### src/hw/rtl/ebalu_pkg.sv
`default_nettype none

package ebalu_pkg;

  // Operation codes carried in the func field.
  localparam logic [3:0] FUNC_ADD = 4'd0;
  localparam logic [3:0] FUNC_ADC = 4'd1;
  localparam logic [3:0] FUNC_SUB = 4'd2;
  localparam logic [3:0] FUNC_SBB = 4'd3;
  localparam logic [3:0] FUNC_INR = 4'd4;
  localparam logic [3:0] FUNC_DCR = 4'd5;
  localparam logic [3:0] FUNC_INX = 4'd6;
  localparam logic [3:0] FUNC_DCX = 4'd7;
  localparam logic [3:0] FUNC_DAD = 4'd8;
  localparam logic [3:0] FUNC_DAA = 4'd9;

  // Decimal adjust constants.
  localparam logic [3:0] BCD_MAX_DIGIT = 4'd9;
  localparam logic [7:0] DAA_LOW_FIX   = 8'h06;
  localparam logic [7:0] DAA_HIGH_FIX  = 8'h60;

  // One command item.
  typedef struct packed {
    logic [3:0]  func;
    logic [7:0]  acc_in;
    logic [7:0]  operand;
    logic [15:0] pair_in;
    logic [15:0] hl_in;
    logic        carry_in;
    logic        aux_in;
  } ebalu_cmd_t;

  // One result item.
  typedef struct packed {
    logic [7:0]  value8_out;
    logic [15:0] value16_out;
    logic        carry_out;
    logic        sign_out;
    logic        zero_out;
    logic        parity_out;
    logic        aux_out;
    logic        szpa_written;
    logic        carry_written;
  } ebalu_res_t;

endpackage

`default_nettype wire

### src/hw/rtl/eight_bit_alu_with_status_flags_unit.sv
`default_nettype none

// Eight-bit arithmetic unit with status flags.
//
// Command channel: a transfer happens on each rising edge where start is
// high and busy is low. busy is always low, so a new command may be issued
// in every cycle.
// Result channel: done is high for exactly one cycle with the result on res.
// The receiver cannot hold results off; each result must be taken in the
// cycle it is shown.
// From the command transfer to done, the command is captured in an input
// register, the adders and flag network work on it in the following cycle,
// and the result register drives res and done.
// Throughput is one command per cycle, set by the single 8-bit adder and
// the single 16-bit adder that each command passes through once.
// Synchronous reset clears the valid flags of both registers, so no result
// appears until a command is issued after reset.
module eight_bit_alu_with_status_flags_unit
  import ebalu_pkg::*;
(
  input  wire logic       clk,
  input  wire logic       rst,
  input  wire logic       start,
  output logic            busy,
  input  wire ebalu_cmd_t cmd,
  output logic            done,
  output ebalu_res_t      res
);

  logic       stage_valid;
  ebalu_cmd_t stage_cmd;
  ebalu_res_t res_next;

  // The unit never refuses a command.
  assign busy = 1'b0;

  // Input register.
  always_ff @(posedge clk) begin
    if (rst) begin
      stage_valid <= 1'b0;
    end else begin
      stage_valid <= start && !busy;
    end
    if (start && !busy) begin
      stage_cmd <= cmd;
    end
  end

  // Operand selection for the shared 8-bit and 16-bit adders.
  logic [7:0]  add_a;
  logic [7:0]  add_b;
  logic        add_cin;
  logic [8:0]  sum8;
  logic [4:0]  sum4;
  logic [15:0] wide_b;
  logic [16:0] sum16;
  logic [3:0]  lo_nib;
  logic [3:0]  hi_nib;
  logic        daa_low;
  logic        daa_high;

  always_comb begin
    lo_nib   = stage_cmd.acc_in[3:0];
    hi_nib   = stage_cmd.acc_in[7:4];
    daa_low  = stage_cmd.aux_in || (lo_nib > BCD_MAX_DIGIT);
    daa_high = stage_cmd.carry_in || (hi_nib > BCD_MAX_DIGIT) ||
               ((hi_nib >= BCD_MAX_DIGIT) && (lo_nib > BCD_MAX_DIGIT));

    add_a   = stage_cmd.acc_in;
    add_b   = stage_cmd.operand;
    add_cin = 1'b0;
    case (stage_cmd.func)
      FUNC_ADD: begin
        add_cin = 1'b0;
      end
      FUNC_ADC: begin
        add_cin = stage_cmd.carry_in;
      end
      FUNC_SUB: begin
        add_b   = ~stage_cmd.operand;
        add_cin = 1'b1;
      end
      FUNC_SBB: begin
        add_b   = ~stage_cmd.operand;
        add_cin = ~stage_cmd.carry_in;
      end
      FUNC_INR: begin
        add_a = stage_cmd.operand;
        add_b = 8'h01;
      end
      FUNC_DCR: begin
        add_a = stage_cmd.operand;
        add_b = 8'hFF;
      end
      FUNC_DAA: begin
        add_b = (daa_low ? DAA_LOW_FIX : 8'h00) | (daa_high ? DAA_HIGH_FIX : 8'h00);
      end
      default: begin
        add_cin = 1'b0;
      end
    endcase

    sum8 = {1'b0, add_a} + {1'b0, add_b} + {8'h00, add_cin};
    sum4 = {1'b0, add_a[3:0]} + {1'b0, add_b[3:0]} + {4'h0, add_cin};

    // Pair increment, pair decrement and HL plus pair share one adder.
    case (stage_cmd.func)
      FUNC_INX: wide_b = 16'h0001;
      FUNC_DCX: wide_b = 16'hFFFF;
      default:  wide_b = stage_cmd.hl_in;
    endcase
    sum16 = {1'b0, stage_cmd.pair_in} + {1'b0, wide_b};
  end

  // Result selection and flag network.
  always_comb begin
    res_next = '0;
    case (stage_cmd.func)
      FUNC_ADD, FUNC_ADC: begin
        res_next.value8_out    = sum8[7:0];
        res_next.carry_out     = sum8[8];
        res_next.aux_out       = sum4[4];
        res_next.szpa_written  = 1'b1;
        res_next.carry_written = 1'b1;
      end
      FUNC_SUB, FUNC_SBB: begin
        res_next.value8_out    = sum8[7:0];
        res_next.carry_out     = ~sum8[8];
        res_next.aux_out       = sum4[4];
        res_next.szpa_written  = 1'b1;
        res_next.carry_written = 1'b1;
      end
      FUNC_INR, FUNC_DCR: begin
        res_next.value8_out   = sum8[7:0];
        res_next.aux_out      = sum4[4];
        res_next.szpa_written = 1'b1;
      end
      FUNC_INX, FUNC_DCX: begin
        res_next.value16_out = sum16[15:0];
      end
      FUNC_DAD: begin
        res_next.value16_out   = sum16[15:0];
        res_next.carry_out     = sum16[16];
        res_next.carry_written = 1'b1;
      end
      FUNC_DAA: begin
        res_next.value8_out    = sum8[7:0];
        res_next.carry_out     = stage_cmd.carry_in || daa_high;
        res_next.aux_out       = sum4[4];
        res_next.szpa_written  = 1'b1;
        res_next.carry_written = 1'b1;
      end
      default: begin
        res_next = '0;
      end
    endcase

    // Sign, zero and parity describe the 8-bit result when they are written.
    if (res_next.szpa_written) begin
      res_next.sign_out   = res_next.value8_out[7];
      res_next.zero_out   = (res_next.value8_out == 8'h00);
      res_next.parity_out = ~^res_next.value8_out;
    end
  end

  // Result register.
  always_ff @(posedge clk) begin
    if (rst) begin
      done <= 1'b0;
    end else begin
      done <= stage_valid;
    end
    if (stage_valid) begin
      res <= res_next;
    end
  end

  // Every result strobe has a matching command transfer, passed through the input register and the result register.
  a_done_follows_start: assert property (
    @(posedge clk) disable iff (rst)
    done |-> $past(start && !busy, 2)
  ) else $error("result strobe without a matching command");

  // Flags that are not written read as zero.
  a_szpa_clear: assert property (
    @(posedge clk) disable iff (rst)
    (done && !res.szpa_written) |->
      (!res.sign_out && !res.zero_out && !res.parity_out && !res.aux_out)
  ) else $error("unwritten sign, zero, parity or aux flag is set");

  a_carry_clear: assert property (
    @(posedge clk) disable iff (rst)
    (done && !res.carry_written) |-> !res.carry_out
  ) else $error("unwritten carry flag is set");

  // Zero flag agrees with the 8-bit value when flags are written.
  a_zero_matches: assert property (
    @(posedge clk) disable iff (rst)
    (done && res.szpa_written) |-> (res.zero_out == (res.value8_out == 8'h00))
  ) else $error("zero flag disagrees with the 8-bit result");

endmodule

`default_nettype wire
### config.mk
export PLATFORM = sky130hd
export DESIGN_NAME = eight_bit_alu_with_status_flags_unit
export DESIGN_NICKNAME = d
export VERILOG_FILES = /design/src/hw/rtl/ebalu_pkg.sv /design/src/hw/rtl/eight_bit_alu_with_status_flags_unit.sv
export SDC_FILE = /design/constraint.sdc
export NUM_CORES = 1
export LEC_CHECK = 0
export BUFFER_PORTS_ARGS = -buffer_cell sky130_fd_sc_hd__buf_2
export CORE_ASPECT_RATIO = 0.8
export CORE_MARGIN = 8
export CORE_UTILIZATION = 48
export DETAILED_ROUTE_END_ITERATION = 8
export MAX_ROUTING_LAYER = met4
export PLACE_DENSITY_LB_ADDON = 0.1
export SYNTH_ARGS = -nofsm -noshare
export SYNTH_HDL_FRONTEND = slang
export SYNTH_SLANG_ARGS = --single-unit
### constraint.sdc
create_clock -name clk -period 4.5 [get_ports clk]
set_clock_uncertainty 0.15 [all_clocks]
set_input_delay 0.675 -clock clk [delete_from_list [all_inputs] [get_ports clk]]
set_output_delay 0.675 -clock clk [all_outputs]
set_load 0.1 [all_outputs]
# Yosys cells after proc, flatten, opt, wreduce, memory -nomap -nowiden
# Cells that the tools add are included.
# totals
in_bits,57
output_inout_bits,33
reg_bits,87
word_cells,63
# op_classes
addsub,5
n_bitwise,4
magnitude_cmp,3
n_eq_ne,9
n_mux,10
reduce_logical,14
# ops
cell,n
$pmux W16 S2,1
$pmux W8 S4,1
$add A16 B16 Y17,1
$eq A4 B3 Y1 const B,4
$mux W8,2
$add A8 B8 Y9,1
$add A9 B1 Y9,1
$eq A4 B2 Y1 const B,2
$eq A4 B4 Y1 const B,2
$gt A4 B4 Y1 const B,2
$logic_not A8 Y1,1
$not A8 Y8,1
$reduce_xnor A8 Y1,1
$mux W7,1
$or A3 B7 Y7,1
$reduce_or A7 Y1,1
$reduce_or A2 Y1,3
$reduce_or A6 Y1,1
$add A4 B4 Y5,1
$add A5 B1 Y5,1
$eq A4 B1 Y1 const B,1
$ge A4 B4 Y1 const B,1
$logic_not A4 Y1,1
$logic_or A1 B1 Y1,4
7 further kinds,9

# Logic depth before layout (Yosys ltp)
# Gate-level depths: netlist of run 1.
# depth
word_depth,10
mapped_depth,17
depth_no_buf,17

# Worst setup path before layout of run 1
# No wires, ideal clock.
# synth_path
path_kind,register to register
start,reg stage_cmd[51] (netlist name)
end,"reg res[3] (netlist name), data pin"
period_less_slack_ns,3.649
setup_slack_ns,0.851
path_stages_with_launch,15
arrival_time_ns,3.243
path_cell_list,edfxtp_1 > nand2b_1 > nor2_2 > mux2_1 > fa_1 > a21o_1 > nand2_1 > a21oi_1 > o41ai_1 > xor2_1 > or2_1 > ha_1 > xor2_1 > xnor2_1 > nor2_1
# synth_between
elab_chain_cells,7
elab_cells_between_ends,18
classes_between,add/sub: 2; eq/ne: 6; mux: 5; reduce/logical: 5
# synth_rtl
element,line,source
from (decl),eight_bit_alu_with_status_flags_unit.sv:31,ebalu_cmd_t stage_cmd;
from (signal assigned),eight_bit_alu_with_status_flags_unit.sv:45,stage_cmd <= cmd;
$eq A4 B2 Y1 / $eq A4 B3 Y1 (equally long branches),"eight_bit_alu_with_status_flags_unit.sv:72, eight_bit_alu_with_status_flags_unit.sv:118",
$reduce_or A2 Y1 (no line),--,
$pmux W8 S4 / $mux W8 (equally long branches),eight_bit_alu_with_status_flags_unit.sv:72,case (stage_cmd.func)
$add A8 B8 Y9,eight_bit_alu_with_status_flags_unit.sv:103,"sum8 = {1'b0, add_a} + {1'b0, add_b} + {8'h00, add_cin};"
$add A9 B1 Y9,eight_bit_alu_with_status_flags_unit.sv:103,
$mux W8,eight_bit_alu_with_status_flags_unit.sv:118,case (stage_cmd.func)
$reduce_xnor A8 Y1,eight_bit_alu_with_status_flags_unit.sv:162,res_next.parity_out = ~^res_next.value8_out;
to (signal assigned),eight_bit_alu_with_status_flags_unit.sv:174,res <= res_next;
to (decl),eight_bit_alu_with_status_flags_unit.sv:27,output ebalu_res_t res
# Several ways; a longest one is shown, not always the timed one.
# A chain may end at the register's enable or synchronous reset.

# Worst setup path in the final report of run 1
# layout_path
start,reg stage_cmd[52] (netlist name)
end,"reg res[3] (netlist name), data pin"
# Same word-level chain as after synthesis.

==> results of run 1 <==
-- worst max-delay path by stage --
stage                        from      to  cells past startpoint
floorplan           stage_cmd[51]  res[3]                     14
global placement    stage_cmd[52]  res[3]                     14
finish              stage_cmd[52]  res[3]                     14
CTS                 stage_cmd[52]  res[3]                     16
global route        stage_cmd[52]  res[3]                     16
detailed placement  stage_cmd[52]  res[3]                     16
-- layout by cell type, fill, tap and decap left out, types with 2 or more instances in the layout --
| master | instances |
|---|---|
| nand2b_1 | 10 |
| o21a_1 | 8 |
| nor2_2 | 2 |
| a21oi_2 | 2 |
| and3_1 | 4 |
| fa_1 | 3 |
| o21bai_1 | 2 |
| o21ai_0 | 8 |
| ha_1 | 27 |
| a311o_1 | 2 |
| xnor2_1 | 11 |
| nor3_1 | 4 |
| mux2_2 | 6 |
| clkbuf_1 | 3 |
| nor2_1 | 30 |
| o211ai_1 | 6 |
| dfxtp_1 | 2 |
| inv_1 | 12 |
| a21o_1 | 7 |
| xor2_1 | 11 |
| edfxtp_1 | 85 |
| nand4_1 | 2 |
| buf_4 | 5 |
| a21oi_1 | 24 |
| and2_1 | 5 |
| nand2_1 | 54 |
| nor2b_1 | 9 |
| buf_2 | 88 |
| o22ai_1 | 3 |
| a21boi_0 | 2 |
| nand3b_1 | 2 |
| clkbuf_16 | 9 |
| nand3_1 | 4 |
-- kinds of logic (layout without fill, tap and decap cells) --
family / after synthesis / after routing / synth area share [%]
AND/OR/NAND/NOR: 136 / 136 / 14.7
flip-flops: 87 / 87 / 56.6
other: 1 / 1 / 0.0819
XOR/XNOR: 22 / 22 / 4.21
AO/OA/AOI/OAI: 76 / 76 / 11.2
buffers and inverters: 22 / 122 / 2.57
multiplexers: 8 / 8 / 1.94
adder cells (fa/ha/maj): 30 / 30 / 8.69
-- registers in the layout (all words and copies together) (netlist names) --
| name | flops |
|---|---|
| lo_nib | 4 |
| done | 1 |
| stage_cmd | 46 |
| res | 31 |
| hi_nib | 4 |
| stage_valid | 1 |
-- power groups by stage --
stage	Sequential, W	Combinational (W)	Clock [W]
global placement	0.00103	0.000789	0
CTS	0.00101	0.000808	0.000735
detailed placement	0.00103	0.000802	0
floorplan	0.00124	0.000423	0
global route	0.00102	0.000881	0.000768
finish	0.00101	0.000804	0.000709
-- through the flow --
step	area, µm²	cells	total power [W]	hold slack (ps)
4_1_cts	5420	601	0.00255	345
5_1_grt	5420	601	0.00267	341
3_5_place_dp	5140	585	0.00183	531
2_1_floorplan	4580	382	0.00166	484
3_3_place_gp	5140	585	0.00182	516
6_report	5420	601	0.00252	363
-- metal layers --
metal	routed length (µm)	vias to the layer above
li1	-	1578
met3	493	9
met5	0	-
met4	123	0
met2	3430	94
met1	5310	1364
-- cell type report --
cell class | instances | area, µm² | share of cell area [%]
Sequential cell | 87 | 2590 | 47.8
Multi-Input combinational cell | 273 | 1870 | 34.5
Timing Repair Buffer | 93 | 478 | 8.82
Clock buffer | 12 | 236 | 4.36
Tap cell | 119 | 149 | 2.75
Inverter | 13 | 48.8 | 0.900
Clock inverter | 4 | 46.3 | 0.854
==> impl_metrics.py, run 1 <==
metrics = {
    "run_status": {
        "outcome": "finished clean",
    },
    "global_routing": {
        "met2_usage_pct": 20.0,
        "antenna_found_initial": 0,
        "grt_overflow": 0,
        "grt_first_pass_wirelength_um": 15600,
        "grt.met1_usage_pct": 23.5,
        "grt_util_met3_pct": 4.97,
        "grt_pass1_vias": 3080,
        "grt_usage_pct": 16.0,
        "busiest_layer": "met1",
        "grt_max_degree": 56,
    },
    "cts": {
        "cts_buffers": 9,
        "cts_max_path_buffers": 2,
        "cts_tree": "yes",
        "cts.sinks": 87,
        "cts_htree_levels": 3,
        "post_cts_buffers": 0,
        "cts.repair.resized": 0,
        "path_clk_slew_ps": 60,
        "root_buffer": "clkbuf_16",
        "postCtsHoldBufs": 0,
        "clock_latency_ps": 330,
    },
    "detailed_routing": {
        "wire_per_inst_um": 15.6,
        "wl_um": 9360,
        "drc": 0,
        "first_pass_iters": 4,
        "dr.first_iter.drc_count": 198,
        "drtAntennaViolNets": 0,
        "vias": 3045,
        "via_per_inst": 5.07,
    },
    "setup_path": {
        "cp.required_ps": 4430,
        "path_buf_inv": 0,
        "rrSetupSlack_ps": 360,
        "crit-reg2reg-capture": "res[3]",
        "slowest_delay_ps": 600,
        "crit_path_end_kind": "flop",
        "r2r-start": "stage_cmd[52]",
        "cp.arrival_ps": 4070,
        "cp_cell_sequence": "nand2b_1 > nor2_2 > mux2_1 > fa_1 > a21o_1 > nand2_1 > a21oi_1 > o41ai_1 > xor2_1 > or2_1 > ha_1 > xor2_1 > xnor2_1 > nor2_1",
        "crit_type": "reg2reg",
        "cp-start-kind": "flop",
        "cpMostUsedCell": "xor2_1",
        "critPathTopFamily": "simple AND/OR/NAND/NOR gates",
        "reg2reg_depth": 14,
        "path_max_fanout": 13,
        "slowest_stage": "edfxtp_1",
    },
    "synthesis": {
        "synth-seq-cells": 87,
        "synthesis.nets": 469,
        "ys_seq_area_share_pct": 56.6,
        "async_flop_share_pct": 0,
        "yosysWarnings": 0,
        "syn_area_mm2": 0.00458,
        "synthTopCellsByArea": "edfxtp_1 (56%), ha_1 (7.4%), nand2_1 (4.4%), a21oi_1 (2.6%), nor2_1 (2.5%)",
        "synth_top_area_share_pct": 55.8,
        "yosys-top-cells-count": "edfxtp_1 (85), nand2_1 (54), nor2_1 (30)",
        "synth_edf_count": 85,
        "yosys.cell_types.count": 60,
        "avgSynthCellArea_um2": 12.0,
        "syn_inst": 382,
        "synth_flop_cell": "edfxtp_1",
        "synthMostInstantiatedCell": "edfxtp_1",
        "synth_top_area_cell": "edfxtp_1",
    },
    "sta": {
        "layout_setup_ws_ps": 362,
        "fin_crit_ps": 4140,
        "rsz0062_at_grt": "false",
        "fin_crit_sh_pct": 91.9,
        "setup_tns_ps": 0,
        "slew_viol_final": 0,
        "worst_pin_slew_ps": 688,
        "fmax_mhz": 242,
        "relSlewSlack_pct": 54.2,
        "finalHoldViolCount": 0,
        "finalSetupViolCount": 0,
    },
    "power": {
        "power.switching_w": 0.000848,
        "p_sw_share_pct": 33.6,
        "ir_worst_vdd_mv": 0.323,
        "p_int_w": 0.00167,
        "leakage_nw": 2.24,
        "clock_power_share_pct": 28.1,
        "pwr-share-comb_pct": 31.9,
        "seq_power_share_pct": 40.0,
        "p_per_area_mw_per_mm2": 466,
    },
    "hold_path": {
        "hold_end": "stage_cmd[23]",
        "min_from": "cmd[23]",
        "hold_path_class": "in2reg",
        "min_path_cells": 1,
    },
    "placed_design": {
        "portBuffers": 88,
        "place_ws_ps": 395,
        "hpwl_um": 7150,
        "gp_congestion": 0.855,
    },
    "finish": {
        "fin_util_pct": 57.3,
        "n_antenna_cell": 0,
        "fin_nets": 564,
        "drive_above_1_share_pct": 26.1,
        "fill_cells": 805,
        "area_growth_pct": 18.4,
    },
    "floorplanning": {
        "core_mm2": 0.00945,
        "rows": 32,
        "start_util_pct": 48.5,
        "dieArea_mm2": 0.0129,
        "io_pins": 90,
        "die_x_um": 125,
        "fp.dieH_um": 103,
    },
    "flow_run": {
        "maxCapViolations": 0,
    },
}
Power figures use the tool's default switching activity.
==> run 2: changes to the inputs <==
Settings changed: SETUP_SLACK_MARGIN set to 0.4.
==> run 2 against run 1 <==
Compared with the run above:
- largest cell class unchanged
- register-to-register slack improved by 280 ps
- final cell count increased by 0.33%
- largest power group unchanged
- highest routed layer unchanged
- sequential share of layout area decreased by 0.33 points
==> impl_metrics.py, run 2 (synthesized netlist as in run 1, its figures left out) <==
metrics = {
    "floorplanning": {
        "io_pins": 90,
        "core_mm2": 0.00945,
        "die_x_um": 125,
        "rows": 32,
        "dieArea_mm2": 0.0129,
        "fp.dieH_um": 103,
        "start_util_pct": 48.5,
    },
    "placed_design": {
        "gp_congestion": 0.855,
        "portBuffers": 88,
        "hpwl_um": 7150,
        "place_ws_ps": 395,
    },
    "finish": {
        "multi_input_area_mm2": 0.00189,
        "mostFrequentLayoutCells": "buf_2 (88), edfxtp_1 (85), nand2_1 (53)",
        "regArea_mm2": 0.00259,
        "drive_above_1_share_pct": 27.5,
        "largest_register_ffs": 46,
        "fin_nets": 566,
        "area_growth_pct": 19.2,
        "top_regs": "stage_cmd (46), res (31)",
        "n_antenna_cell": 0,
        "final_common_cell": "buf_2",
        "fill_cells": 804,
        "regMostFlops": "stage_cmd",
    },
    "sta": {
        "slew_viol_final": 0,
        "finalHoldViolCount": 0,
        "fin_crit_ps": 3860,
        "rsz0062_at_grt": "false",
        "layout_setup_ws_ps": 641,
        "setup_tns_ps": 0,
        "worst_pin_slew_ps": 693,
        "fin_crit_sh_pct": 85.8,
        "fmax_mhz": 259,
        "relSlewSlack_pct": 53.8,
        "finalSetupViolCount": 0,
    },
    "detailed_routing": {
        "drtAntennaViolNets": 0,
        "dr.first_iter.drc_count": 170,
        "via_per_inst": 5.03,
        "first_pass_iters": 4,
        "wire_per_inst_um": 15.6,
        "vias": 3036,
        "wl_um": 9380,
        "drc": 0,
    },
    "setup_path": {
        "crit_type": "reg2reg",
        "path_max_fanout": 3,
        "crit_path_end_kind": "flop",
        "cp.required_ps": 4430,
        "slowest_stage": "edfxtp_1",
        "cp-start-kind": "flop",
        "slowest_delay_ps": 390,
        "cp_cell_sequence": "o21a_1 > a211o_1 > a21oi_2 > nand2_1 > a311o_1 > ha_1 > o21ai_1 > or2b_2 > o41ai_1 > xor2_1 > or2_1 > ha_1 > xor2_1 > xnor2_1 > nor2_1",
        "cp.arrival_ps": 3790,
    },
    "power": {
        "seq_power_share_pct": 39.9,
        "ir_worst_vdd_mv": 0.323,
        "pwr-share-comb_pct": 32.1,
        "p_int_w": 0.00168,
        "clock_power_share_pct": 28.0,
        "power.switching_w": 0.000850,
        "p_per_area_mw_per_mm2": 463,
        "leakage_nw": 2.25,
        "p_sw_share_pct": 33.6,
    },
    "global_routing": {
        "grt_usage_pct": 16.1,
        "grt_first_pass_wirelength_um": 15600,
        "antenna_found_initial": 0,
        "grt_max_degree": 56,
        "grt_pass1_vias": 3085,
        "grt_overflow": 0,
    },
    "run_status": {
        "outcome": "finished clean",
    },
    "cts": {
        "cts_buffers": 9,
        "cts_htree_levels": 3,
        "cts.sinks": 87,
        "postCtsHoldBufs": 0,
        "clock_latency_ps": 330,
        "cts_max_path_buffers": 2,
        "path_clk_slew_ps": 60,
        "cts_tree": "yes",
        "root_buffer": "clkbuf_16",
    },
    "hold_path": {
        "hold_path_class": "in2reg",
    },
    "flow_run": {
        "maxCapViolations": 0,
    },
}
==> run 2: final cells by class <==
type | count | area share (%)
clock buffers | 12 | 4.33
inverters | 13 | 0.894
clock inverters | 4 | 0.848
well taps | 119 | 2.73
multi-input cells | 273 | 34.6
repair buffers | 95 | 9.03
flip-flops and latches | 87 | 47.5
==> run 2: path summary, 6_finish.rpt <==
check | slack [ps] | to | cells after the start | start
worst max register to register | 640 | res[3] | 15 | lo_nib[2]
worst max-delay path | 640 | res[3] | 15 | lo_nib[2]
worst min-delay path | 360 | stage_cmd[23] | 1 | cmd[23]
worst min register to register | 530 | res[7] | 2 | stage_cmd[18]
==> run 2: timing repair <==
item	in CTS	in global routing
pin swaps	0	2
endpoints found under the setup margin	1	1
resized for setup	0	8
buffers inserted	2	0
==> run 2: metal layers <==
layer	global-route usage [%]	vias to the layer above	routed length [µm]
met5	-	-	0
met4	5.60	0	123
met3	4.97	9	564
met2	20.0	93	3440
met1	23.5	1352	5250
li1	-	1582	-
==> run 2: worst max-delay path: cells and delay by family, from the launching register on <==
kind / cells / cell delay [ps]
AO/OA/AOI/OAI: 6 / 1270
XOR/XNOR: 3 / 470
adder cells (fa/ha/maj): 2 / 640
flip-flops: 1 / 390
AND/OR/NAND/NOR: 4 / 680
==> run 2: power groups by stage <==
stage / Clock [W] / Sequential, W / Combinational, W
2_1_floorplan: 0 / 0.00124 / 0.000423
4_1_cts: 0.000735 / 0.00101 / 0.000812
5_1_grt: 0.000768 / 0.00102 / 0.000889
6_report: 0.000709 / 0.00101 / 0.000810
3_3_place_gp: 0 / 0.00103 / 0.000789
3_5_place_dp: 0 / 0.00103 / 0.000802
==> run 2: per-stage QoR <==
stage                     cells  area (µm²)  util (%)  power, W  hold slack (ps)
after floorplan             382        4580         -   0.00166              484
after global routing        603        5460      57.7   0.00267              341
after global placement      585        5140      54.4   0.00182              516
final                       603        5460      57.7   0.00253              362
after CTS                   603        5430      57.5   0.00256              345
after detailed placement    585        5140      54.4   0.00183              531
==> run 3: changes to the inputs <==
Clock period 4.5 ns to 4.3 ns, I/O delays scaled along.
==> run 3 against run 2 <==
Compared with the run above:
- register-to-register slack worse by 120 ps
- combinational power is 12% higher
- critical path depth stayed put
- sequential share of layout area is 2.0 points lower
- largest power group unchanged
- power is 8.0% higher
- routed wire length is 4.8% higher
- fmax is 2.0% higher
- sequential power is 5% higher
- die area stayed put
- critical path type unchanged
- final cell count is 2.8% higher
- critical endpoint unchanged
- clock-buffer cell count is 1 lower
- worst setup slack worse by 120 ps
==> impl_metrics.py, run 3 (synthesized netlist as in run 1, its figures left out) <==
metrics = {
    "run_status": {
        "outcome": "finished clean",
    },
    "global_routing": {
        "grt_pass1_vias": 3188,
        "grt_max_degree": 45,
        "grt.met1_usage_pct": 22.6,
        "busiest_layer": "met1",
        "grt_usage_pct": 15.6,
        "grt_overflow": 0,
        "antenna_found_initial": 0,
        "grt_first_pass_wirelength_um": 15400,
        "grt_util_met3_pct": 4.20,
        "met2_usage_pct": 20.6,
    },
    "detailed_routing": {
        "drtAntennaViolNets": 0,
        "vias": 3169,
        "drc": 0,
        "first_pass_iters": 4,
        "via_per_inst": 5.11,
        "wire_per_inst_um": 15.9,
        "dr.first_iter.drc_count": 247,
        "wl_um": 9830,
    },
    "hold_path": {
        "hold_end": "done",
        "min_path_cells": 2,
        "min_from": "rst",
        "hold_path_class": "in2reg",
    },
    "floorplanning": {
        "rows": 32,
        "dieArea_mm2": 0.0129,
        "io_pins": 90,
        "die_x_um": 125,
        "core_mm2": 0.00945,
        "fp.dieH_um": 103,
        "start_util_pct": 48.5,
    },
    "placed_design": {
        "hpwl_um": 7230,
        "placed_area_mm2": 0.00515,
        "gp_congestion": 0.897,
        "place_inst": 587,
        "portBuffers": 88,
    },
    "sta": {
        "finalHoldViolCount": 0,
        "setup_tns_ps": 0,
        "fmax_mhz": 264,
        "fin_crit_sh_pct": 88.0,
        "finalSetupViolCount": 0,
        "fin_crit_ps": 3780,
        "slew_viol_final": 0,
        "worst_pin_slew_ps": 969,
        "rsz0062_at_grt": "true",
        "holdWs_ps": 332,
        "relSlewSlack_pct": 35.4,
    },
    "setup_path": {
        "crit_path_end_kind": "flop",
        "r2r-start": "stage_cmd[51]",
        "cp.arrival_ps": 3710,
        "cp.required_ps": 4230,
        "cp-start-kind": "flop",
        "reg2reg_depth": 15,
        "crit-reg2reg-capture": "res[3]",
        "crit_type": "reg2reg",
        "rrSetupSlack_ps": 520,
        "path_max_fanout": 7,
    },
    "cts": {
        "cts_max_path_buffers": 2,
        "clock_latency_ps": 330,
        "cts_htree_levels": 3,
        "cts_buffers": 9,
        "cts_tree": "yes",
        "cts.sinks": 87,
        "path_clk_slew_ps": 60,
        "root_buffer": "clkbuf_16",
    },
    "finish": {
        "multi_input_area_mm2": 0.00199,
        "area_growth_pct": 24.5,
        "mostFrequentLayoutCells": "buf_2 (88), edfxtp_1 (85), nand2_1 (52)",
        "final_common_cell": "buf_2",
        "top_regs": "stage_cmd (46), res (31)",
        "largest_register_ffs": 46,
        "fin_nets": 583,
        "instances_no_fill": 620,
        "n_antenna_cell": 0,
        "regArea_mm2": 0.00259,
        "drive_above_1_share_pct": 32.9,
        "fill_cells": 816,
        "finish.instance_area_mm2": 0.00570,
        "regMostFlops": "stage_cmd",
    },
    "power": {
        "clock_power_share_pct": 28.0,
        "seq_power_share_pct": 38.7,
        "pwr-share-comb_pct": 33.2,
        "leakage_nw": 2.37,
        "p_sw_share_pct": 34.1,
        "power.switching_w": 0.000930,
        "ir_worst_vdd_mv": 0.227,
        "p_per_area_mw_per_mm2": 479,
        "p_int_w": 0.00180,
    },
    "flow_run": {
        "maxCapViolations": 0,
    },
}
run 3: changes by cell type in the layout (fill, tap and decap cells not counted), sizes merged:
cell      before  now
clkbuf        12   11
buf           95  112
clkinvlp       1    2
run 3: final cells by class:
| type | count | share of cell area (%) |
|---|---|---|
| repair buffers | 112 | 11.0 |
| clock inverters | 5 | 1.03 |
| clock buffers | 11 | 4.08 |
| multi-input cells | 273 | 34.9 |
| well taps | 119 | 2.61 |
| flip-flops and latches | 87 | 45.5 |
| inverters | 13 | 0.856 |
run 3: worst max-delay path, cell delays in order, from the launching register on:
cell      delay [ps]
edfxtp_1         510
nand2b_4         210
nor2_4           110
mux2_4           320
fa_2             360
buf_4            140
a21o_1           160
nand2_1           70
a21oi_1          110
o41ai_2          370
xor2_1           150
or2_1            230
ha_1             290
xor2_1           180
xnor2_1          130
nor2_1            50
run 3: worst max-delay path by stage:
| stage | startpoint | endpoint | depth (start not counted) | slack (ps) |
|---|---|---|---|---|
| final | stage_cmd[51] | res[3] | 15 | 520 |
| after global routing | stage_cmd[51] | res[3] | 15 | 370 |
| after CTS | lo_nib[2] | res[3] | 15 | 420 |
| after detailed placement | stage_cmd[51] | res[3] | 16 | 260 |
| after global placement | stage_cmd[51] | res[3] | 16 | 380 |
| after floorplan | stage_cmd[51] | res[3] | 14 | 650 |
run 3: power groups by stage:
stage | registers [W] | clock network [W] | logic, W
finish | 0.00106 | 0.000766 | 0.000907
floorplan | 0.00130 | 0 | 0.000443
CTS | 0.00106 | 0.000784 | 0.000855
global placement | 0.00108 | 0 | 0.000828
global route | 0.00106 | 0.000814 | 0.000986
detailed placement | 0.00108 | 0 | 0.000831
run 3: timing repair:
| action | in CTS | in global routing |
|---|---|---|
| setup buffers | 7 | 10 |
| cloned | 0 | 0 |
| pin swaps | 1 | 9 |
| setup endpoints to repair | 1 | 1 |
| hold buffers | 0 | 0 |
| gates resized for setup | 0 | 27 |
run 3: per-stage QoR:
stage | power (W) | worst slack (ps) | util (%)
2_1_floorplan | 0.00174 | 651 | -
3_3_place_gp | 0.00191 | 383 | 54.5
3_5_place_dp | 0.00191 | 263 | 54.5
4_1_cts | 0.00270 | 417 | 58.2
5_1_grt | 0.00287 | 366 | 60.3
6_report | 0.00273 | 517 | 60.3
run 3: routing by layer:
layer | vias to the layer above | wire length (µm)
li1 | 1608 | -
met1 | 1460 | 5330
met2 | 97 | 3880
met3 | 4 | 544
met4 | 0 | 74
met5 | - | 0
